==> src/rtl/assert_macros.svh <==
// Assertion macros shared by the RTL of the NTC thermistor temperature block.
// Depends on nothing; included by the files that check their own logic.
`ifndef ASSERT_MACROS_SVH
`define ASSERT_MACROS_SVH

// A property that must hold at every clock edge outside reset.
`define ASSERT_ALWAYS(label, clk, rst_n, prop, msg) \
    label: assert property (@(posedge clk) disable iff (!rst_n) (prop)) \
        else $error(msg);

// A consequent that must hold in the same cycle as its antecedent.
`define ASSERT_IMPLY(label, clk, rst_n, ante, cons, msg) \
    label: assert property (@(posedge clk) disable iff (!rst_n) (ante) |-> (cons)) \
        else $error(msg);

`endif

==> src/rtl/ntc_pkg.sv <==
// Shared types, constants and resistance tables of the NTC thermistor block.
// Depends on nothing; used by every RTL module of the block.
package ntc_pkg;

    localparam int unsigned LAST_INDEX_STD = 140;
    localparam int unsigned LAST_INDEX_ALT = 179;
    localparam int unsigned ADC_FULL_SCALE = 4095;

    localparam int unsigned CODE_W   = 12;
    localparam int unsigned SERIES_W = 24;
    localparam int unsigned ENTRY_W  = 24;
    localparam int unsigned TEMP_W   = 9;
    localparam int unsigned STATUS_W = 2;
    localparam int unsigned CFG_IDX_W  = 1;
    localparam int unsigned CFG_DATA_W = 24;

    localparam int unsigned STD_SIZE = 141;
    localparam int unsigned ALT_SIZE = 180;
    localparam int unsigned STD_LAST = (LAST_INDEX_STD > STD_SIZE - 1) ?
                                       STD_SIZE - 1 : LAST_INDEX_STD;
    localparam int unsigned ALT_LAST = (LAST_INDEX_ALT > ALT_SIZE - 1) ?
                                       ALT_SIZE - 1 : LAST_INDEX_ALT;

    localparam int unsigned MAX_SIZE = (STD_SIZE > ALT_SIZE) ? STD_SIZE : ALT_SIZE;
    localparam int unsigned IDX_W    = $clog2(MAX_SIZE + 1);

    localparam int unsigned FS_BITS = $clog2(ADC_FULL_SCALE + 1);
    localparam int unsigned FS_W    = (FS_BITS > CODE_W) ? FS_BITS : CODE_W;
    localparam int unsigned DEN_W   = FS_BITS;
    localparam int unsigned NUM_W   = SERIES_W + CODE_W;
    localparam int unsigned PROD_W  = ENTRY_W + DEN_W;
    localparam int unsigned CMP_W   = (NUM_W > PROD_W) ? NUM_W : PROD_W;

    localparam int unsigned TEMP_OFFSET = 30;

    localparam logic [STATUS_W-1:0] STATUS_OK    = 2'd0;
    localparam logic [STATUS_W-1:0] STATUS_SHORT = 2'd1;
    localparam logic [STATUS_W-1:0] STATUS_OPEN  = 2'd2;

    localparam logic [CFG_IDX_W-1:0] CFG_TABLE_SELECT = 1'b0;
    localparam logic [CFG_IDX_W-1:0] CFG_SERIES       = 1'b1;

    localparam logic [SERIES_W-1:0] SERIES_RESET = 24'd100000;

    typedef struct packed {
        logic                sel;
        logic [STATUS_W-1:0] status;
        logic [NUM_W-1:0]    num;
        logic [DEN_W-1:0]    den;
        logic [IDX_W-1:0]    cnt;
        logic                last_gt;
    } t_item;

    localparam logic [ENTRY_W-1:0] TAB_STD [STD_SIZE] = '{
        24'd1792666, 24'd1684053, 24'd1582726, 24'd1488151, 24'd1399837,
        24'd1317332, 24'd1240216, 24'd1168107, 24'd1100648, 24'd1037512,
        24'd978396, 24'd923020, 24'd871124, 24'd822471, 24'd776837,
        24'd734018, 24'd693823, 24'd656077, 24'd620616, 24'd587288,
        24'd555953, 24'd526480, 24'd498747, 24'd472643, 24'd448062,
        24'd424906, 24'd403086, 24'd382516, 24'd363117, 24'd344817,
        24'd327547, 24'd311243, 24'd295847, 24'd281301, 24'd267556,
        24'd254562, 24'd242274, 24'd230650, 24'd219650, 24'd209239,
        24'd199380, 24'd190041, 24'd181193, 24'd172807, 24'd164857,
        24'd157317, 24'd150164, 24'd143376, 24'd136933, 24'd130816,
        24'd125005, 24'd119485, 24'd114239, 24'd109252, 24'd104510,
        24'd100000, 24'd95709, 24'd91626, 24'd87738, 24'd84037,
        24'd80512, 24'd77154, 24'd73953, 24'd70903, 24'd67995,
        24'd65221, 24'd62576, 24'd60051, 24'd57642, 24'd55342,
        24'd53146, 24'd51049, 24'd49045, 24'd47130, 24'd45300,
        24'd43551, 24'd41878, 24'd40278, 24'd38748, 24'd37283,
        24'd35882, 24'd34540, 24'd33255, 24'd32025, 24'd30846,
        24'd29717, 24'd28635, 24'd27597, 24'd26603, 24'd25649,
        24'd24734, 24'd23856, 24'd23014, 24'd22206, 24'd21431,
        24'd20686, 24'd19970, 24'd19283, 24'd18623, 24'd17989,
        24'd17380, 24'd16794, 24'd16231, 24'd15689, 24'd15168,
        24'd14667, 24'd14185, 24'd13722, 24'd13275, 24'd12845,
        24'd12431, 24'd12033, 24'd11649, 24'd11279, 24'd10923,
        24'd10580, 24'd10249, 24'd9930, 24'd9623, 24'd9326,
        24'd9040, 24'd8764, 24'd8498, 24'd8241, 24'd7994,
        24'd7754, 24'd7523, 24'd7300, 24'd7085, 24'd6877,
        24'd6676, 24'd6482, 24'd6295, 24'd6113, 24'd5938,
        24'd5769, 24'd5605, 24'd5447, 24'd5293, 24'd5145,
        24'd5002
    };

    localparam logic [ENTRY_W-1:0] TAB_ALT [ALT_SIZE] = '{
        24'd9119977, 24'd8660101, 24'd8219230, 24'd7794510, 24'd7384196,
        24'd6987468, 24'd6604077, 24'd6234194, 24'd5878218, 24'd5536648,
        24'd5210003, 24'd4898737, 24'd4603197, 24'd4323588, 24'd4059971,
        24'd3812256, 24'd3580213, 24'd3363482, 24'd3161589, 24'd2973974,
        24'd2799999, 24'd2638976, 24'd2490181, 24'd2352865, 24'd2226276,
        24'd2144699, 24'd2034380, 24'd1930172, 24'd1831747, 24'd1738790,
        24'd1651000, 24'd1568085, 24'd1489771, 24'd1415792, 24'd1345901,
        24'd1279859, 24'd1217443, 24'd1158441, 24'd1102652, 24'd1049888,
        24'd999973, 24'd952737, 24'd908026, 24'd865690, 24'd825591,
        24'd787598, 24'd751590, 24'd717452, 24'd685070, 24'd654358,
        24'd625207, 24'd597532, 24'd571250, 24'd546283, 24'd522556,
        24'd500000, 24'd478551, 24'd458148, 24'd438733, 24'd420225,
        24'd402656, 24'd385896, 24'd369928, 24'd354710, 24'd340201,
        24'd326366, 24'd313169, 24'd300577, 24'd288558, 24'd277084,
        24'd266126, 24'd255660, 24'd245659, 24'd236101, 24'd226965,
        24'd218228, 24'd209872, 24'd201879, 24'd194230, 24'd186909,
        24'd179900, 24'd173189, 24'd166761, 24'd160604, 24'd154704,
        24'd149050, 24'd143631, 24'd138434, 24'd133451, 24'd128672,
        24'd124087, 24'd119687, 24'd115465, 24'd111412, 24'd107522,
        24'd103786, 24'd100197, 24'd96751, 24'd93440, 24'd90258,
        24'd87200, 24'd84260, 24'd81434, 24'd78717, 24'd76104,
        24'd73590, 24'd71172, 24'd68845, 24'd66606, 24'd64451,
        24'd62377, 24'd60379, 24'd58456, 24'd56603, 24'd54819,
        24'd53100, 24'd51444, 24'd49847, 24'd48309, 24'd46826,
        24'd45396, 24'd44017, 24'd42688, 24'd41405, 24'd40168,
        24'd38892, 24'd37755, 24'd36660, 24'd35603, 24'd34584,
        24'd33600, 24'd32650, 24'd31732, 24'd30844, 24'd29986,
        24'd29156, 24'd28353, 24'd27575, 24'd26822, 24'd26092,
        24'd25385, 24'd24700, 24'd24036, 24'd23392, 24'd22767,
        24'd22161, 24'd21573, 24'd21003, 24'd20449, 24'd19912,
        24'd19390, 24'd18884, 24'd18392, 24'd17914, 24'd17450,
        24'd17000, 24'd16563, 24'd16138, 24'd15725, 24'd15324,
        24'd14934, 24'd14556, 24'd14188, 24'd13831, 24'd13484,
        24'd13147, 24'd12820, 24'd12502, 24'd12193, 24'd11892,
        24'd11600, 24'd11317, 24'd11041, 24'd10774, 24'd10513,
        24'd10261, 24'd10015, 24'd9776, 24'd9544, 24'd9319
    };

    function automatic logic [IDX_W-1:0] last_index(input logic sel);
        last_index = sel ? IDX_W'(ALT_LAST) : IDX_W'(STD_LAST);
    endfunction

    function automatic logic [ENTRY_W-1:0] table_entry(input logic sel,
                                                       input logic [IDX_W-1:0] idx);
        logic [ENTRY_W-1:0] value;
        value = '0;
        if (sel) begin
            if (int'(idx) < ALT_SIZE) begin
                value = TAB_ALT[idx];
            end
        end else begin
            if (int'(idx) < STD_SIZE) begin
                value = TAB_STD[idx];
            end
        end
        table_entry = value;
    endfunction

endpackage

==> src/rtl/ntc_back.sv <==
// Final stage: turns the search count into degrees Celsius and holds the
// result transaction until it is taken. Depends on ntc_pkg.
module ntc_back (
    input  logic                                i_clk,
    input  logic                                i_rst_n,
    input  logic                                i_valid,
    input  ntc_pkg::t_item                      i_item,
    input  logic                                i_ready,
    output logic                                o_en,
    output logic                                o_valid,
    output logic signed [ntc_pkg::TEMP_W-1:0]   o_temperature,
    output logic [ntc_pkg::STATUS_W-1:0]        o_status
);

    localparam int unsigned TEMP_W = ntc_pkg::TEMP_W;

    logic                       r_valid;
    logic [TEMP_W-1:0]          r_temperature;
    logic [ntc_pkg::STATUS_W-1:0] r_status;
    logic [TEMP_W-1:0]          w_idx;
    logic [TEMP_W-1:0]          n_temperature;

    assign o_en = !r_valid || i_ready;

    always_comb begin
        if (i_item.cnt == '0) begin
            w_idx = '0;
        end else if (i_item.last_gt) begin
            w_idx = TEMP_W'(ntc_pkg::last_index(i_item.sel)) + TEMP_W'(1);
        end else begin
            w_idx = TEMP_W'(i_item.cnt) - TEMP_W'(1);
        end
        if (i_item.status != ntc_pkg::STATUS_OK) begin
            n_temperature = '1;
        end else begin
            n_temperature = w_idx - TEMP_W'(ntc_pkg::TEMP_OFFSET);
        end
    end

    always_ff @(posedge i_clk) begin
        if (!i_rst_n) begin
            r_valid <= 1'b0;
        end else if (o_en) begin
            r_valid <= i_valid;
        end
    end

    always_ff @(posedge i_clk) begin
        if (o_en) begin
            r_temperature <= n_temperature;
            r_status      <= i_item.status;
        end
    end

    assign o_valid       = r_valid;
    assign o_temperature = $signed(r_temperature);
    assign o_status      = r_status;

endmodule

==> config.mk <==
export PLATFORM = sky130hd
export DESIGN_NAME = ntc_back
export DESIGN_NICKNAME = d
export VERILOG_FILES = /design/src/rtl/assert_macros.svh /design/src/rtl/ntc_pkg.sv /design/src/rtl/ntc_back.sv
export SDC_FILE = /design/constraint.sdc
export NUM_CORES = 1
export LEC_CHECK = 0
export BUFFER_PORTS_ARGS = -buffer_cell sky130_fd_sc_hd__buf_2
export CORE_MARGIN = 5
export CORE_UTILIZATION = 35
export DETAILED_ROUTE_END_ITERATION = 10
export MAX_ROUTING_LAYER = met4
export PLACE_DENSITY = 0.83
export REMOVE_ABC_BUFFERS = 1
export SYNTH_ARGS = -nofsm -noshare
export SYNTH_HDL_FRONTEND = slang
export SYNTH_SLANG_ARGS = --single-unit
==> constraint.sdc <==
create_clock -name i_clk -period 6.5 [get_ports i_clk]
set_input_delay 1.95 -clock i_clk [delete_from_list [all_inputs] [get_ports i_clk]]
set_output_delay 1.95 -clock i_clk [all_outputs]
set_load 0.03 [all_outputs]
Word-level counts from Yosys, hierarchy flattened. Index checks and enable logic that the tools add are counted.

Register bits after elaboration: 12. Input port bits: 64. Word-level logic and storage cells: 13.

Add/sub/neg operators: 3. Muxes and demuxes: 3. Reductions and logical operators: 4.

Operators by type and width (number): $mux W9 (2); $add A8 B1 Y9 const B (1); $sub A8 B1 Y9 const B (1); $sub A9 B5 Y9 const B (1); $logic_not A8 Y1 (1); $mux W6 (1); $reduce_bool A2 Y1 (1); $logic_not A1 Y1 (1); $logic_or A1 B1 Y1 (1).

Logic depth before layout (Yosys ltp).
Depth in word-level cells: 5. Mapped depth: 9. Mapped depth without buffers: 9.

Worst setup path before layout. Ideal clock, no wire load.

Kind: input to output. Start: in i_ready. End: out o_en. Data arrival time: 2.487 ns. Data required time: 4.550 ns. Setup slack: 2.063 ns. Stages on the path: 1. Path buffers: 0. Cells stage by stage: nand2b_1.

Longest elaborated chain between the ends: 1.

Ends and longest elaborated chain: from (decl) (RTL line ntc_back.sv:8) `input logic i_ready,`; $logic_or A1 B1 Y1 (RTL line ntc_back.sv:23) `assign o_en = !r_valid || i_ready;`; to (decl) (RTL line ntc_back.sv:9) `output logic o_en,`.

Every way passes these cells.

Worst setup path after layout. Ends and elaborated chain as after synthesis.

==> flow_metrics.py <==
metrics = {
    "grt": {
        "track_usage_pct": 10.7,
        "grt_pass1_vias": 683,
        "gr-total-overflow": 0,
        "grt_antenna_before_repair": 0,
        "grt_start_max_net_pins": 16,
        "wire_length_of_the_first_global_routing_pass_mm": 2.93,
    },
    "placed_design": {
        "globalplace.congestion": 0.805,
        "dpl_cell_area_um2": 1030,
        "port_buffers": 28,
        "preCtsSetupSlack_ps": 1760,
        "hpwlAfterDp_mm": 1.55,
    },
    "clock_network": {
        "numClockSinks": 12,
        "cts_tree": "built",
        "clk_path_buf_depth": 2,
        "h-tree-depth": 1,
        "postCtsSetupBuffers": 0,
        "cts_repair_resize_count": 0,
        "clock_tree_root": "clkbuf_4",
        "path_clk_slew_ps": 70,
        "hold_buffers": 0,
        "tritoncts.num_buffers": 3,
        "clock_network_latency_to_the_later_pin_of_the_worst_skew_pair_ps": 260,
    },
    "yosys": {
        "post_synth_main_area_contributors": "edfxtp_1 38%, ha_1 4.3%, o21ai_0 3.4%",
        "postSynth.asyncResetShare_pct": 0,
        "netlist-cell-type-count": 42,
        "post_synth.cell_area_avg_um2": 9.92,
        "post-synth-top-area-cell": "edfxtp_1",
        "synthesis_warning_total": 0,
        "netlist.area_leader.share_pct": 37.8,
        "synth_seq_cells": 12,
        "syn-cell-area_um2": 873,
        "synth_edf_count": 11,
        "instance_count_of_the_mapped_netlist": 88,
        "synth-seq-area-share_pct": 40.1,
        "dominant_register_cell_in_the_synthesized_netlist": "edfxtp_1",
    },
    "pwr": {
        "power_per_cell_area_nw_per_um2": 173,
        "sequentialPowerShare_pct": 49.4,
        "power_switching_share_pct": 28.5,
        "ir_worst_vdd_v": 0.0000810,
        "clock_power_share_pct": 24.2,
        "power.combinational.fraction_pct": 26.3,
        "leakagePower_uw": 0.000384,
        "p_switching_uw": 51.8,
        "internal-power_uw": 130,
    },
    "sta": {
        "tightestPinTransition_ps": 598,
        "setup_ws_post_layout_ps": 1800,
        "slew-limit-headroom_pct": 60.1,
        "fin_crit_period_ps": 4700,
        "setup_viol": 0,
        "hold_viol_final": 0,
        "period_share_pct": 72.4,
        "grt_setup_unrepaired": "false",
        "timing.setup.tns_ps": 0,
        "finalClockSkew_ps": 4.27,
        "final_max_slew_viol_count": 0,
        "maxClockFrequency_ghz": 0.213,
    },
    "setup_path": {
        "timing.critical_path.slowest_cell_delay_ps": 430,
        "rr_startpoint": "o_valid",
        "crit_top_cell": "buf_2",
        "timing.reg2reg.setup_slack_ps": 5440,
        "critPathRequiredTime_ps": 4550,
        "crit_type": "in -> out",
        "crit_path_max_fanout": 13,
        "timing.rr.end": "o_temperature[5]",
        "timing.reg2reg.worst_path_depth": 1,
        "critPathArrivalTime_ps": 2750,
        "critical_path.slowest_cell": "nand2b_1",
        "critical_path.endpoint_type": "primary output",
        "start_kind": "primary input",
        "path_cells": "buf_2, nand2b_1, buf_2",
    },
    "die": {
        "coreArea_um2": 2430,
        "io_pins": 77,
        "rows": 18,
        "die_y_um": 60.0,
        "chipWidth_um": 60.0,
        "initial_core_util_pct": 35.9,
        "die-area_um2": 3590,
    },
    "outcome": {
        "run_status": "finished clean",
    },
    "hold_path": {
        "hp-start": "o_valid",
        "whs_endpoint": "o_status[0]",
        "holdCritPathClass": "reg -> reg",
        "hold_path_depth": 1,
    },
    "detailed_routing": {
        "dr.pass1.iters": 4,
        "detailroute.via_count": 767,
        "detail_route.wl_per_cell_um": 12.6,
        "finalWirelength_mm": 1.83,
        "detail_route.drc_violations": 0,
        "detail-route-antenna-nets": 0,
        "detail_route.iter0.violations": 13,
        "via_density_per_instance": 5.25,
    },
    "layout": {
        "layout.area.seq_um2": 350,
        "syn2layout_area_growth_pct": 20.5,
        "layout.cells.most_common": "buf_2",
        "utilization_pct": 43.3,
        "mostFrequentLayoutCells": "28 x buf_2, 11 x edfxtp_1, 7 x nor2_1, 6 x nand2_1, 6 x o21ai_0",
        "finish.instance_area_um2": 1050,
        "diodes": 0,
        "area_occupied_by_multi_input_gates_um2": 487,
        "final_nets": 184,
        "drive_gt1_share_pct": 33.6,
        "fillCellCount": 246,
    },
    "job": {
        "cap_viol_max_count": 0,
    },
}
[area by class of cell]
class / instances / share of cell area, %
Inverter: 3 / 1.07
Timing Repair Buffer: 28 / 13.3
Clock buffer: 4 / 2.50
Sequential cell: 12 / 33.3
Multi-Input combinational cell: 69 / 46.3
Tap cell: 30 / 3.57
[layer usage]
metal / global-route usage, % / vias up / wire length (µm) / share of wire (%)
met5: - / - / 0 / 0
met4: 2.85 / 0 / 0 / 0
met3: 1.94 / 0 / 197 / 11
met2: 18.7 / 30 / 884 / 48
met1: 12.6 / 341 / 750 / 41
li1: - / 396 / - / -
[state kept, by name, indices dropped and copies added, names as in the netlist]
name	count
o_temperature	9
o_status	2
o_valid	1
[metrics by stage]
stage | hold WS, ps | total power [µW] | cells
global placement | 872 | 138 | 142
detailed placement | 918 | 140 | 142
global route | 962 | 192 | 146
CTS | 925 | 184 | 146
finish | 896 | 182 | 146
floorplan | 1160 | 122 | 84
[kinds of logic after synthesis]
kind of cell	after synthesis	synth area share, %
simple gates	35	23.4
fa+ha+maj	3	4.30
buf+inv	7	4.15
xor+xnor	5	5.02
compound gates	26	23.1
flops	12	40.1
[worst max-delay path by stage]
| stage | depth (start not counted) | slack [ps] | to | startpoint |
|---|---|---|---|---|
| after global placement | 3 | 1810 | o_en | i_ready |
| after global routing | 3 | 1710 | o_en | i_ready |
| after floorplan | 1 | 2060 | o_en | i_ready |
| final | 3 | 1800 | o_en | i_ready |
| after CTS | 3 | 1760 | o_en | i_ready |
| after detailed placement | 3 | 1760 | o_en | i_ready |
[worst max-delay path: cells and delay by family]
family,cells,cell delay (ps)
buf+inv,2,370
simple gates,1,430
[power groups by stage]
stage	Combinational [µW]	Clock, µW	Sequential [µW]
floorplan	21.6	0	101
global placement	46.3	0	91.5
detailed placement	47.9	0	91.7
CTS	48.1	46.2	90.0
global route	52.5	49.0	90.4
finish	47.9	44.1	89.9
[synth_stat cells, types with 3 or more instances]
master,instances
nand2b_1,4
ha_1,3
nor2_1,7
nor3_1,4
o21ai_0,6
inv_1,3
xor2_1,3
a21oi_1,4
nand2_1,6
edfxtp_1,11
No activity file was read; power rests on OpenSTA's default activity.
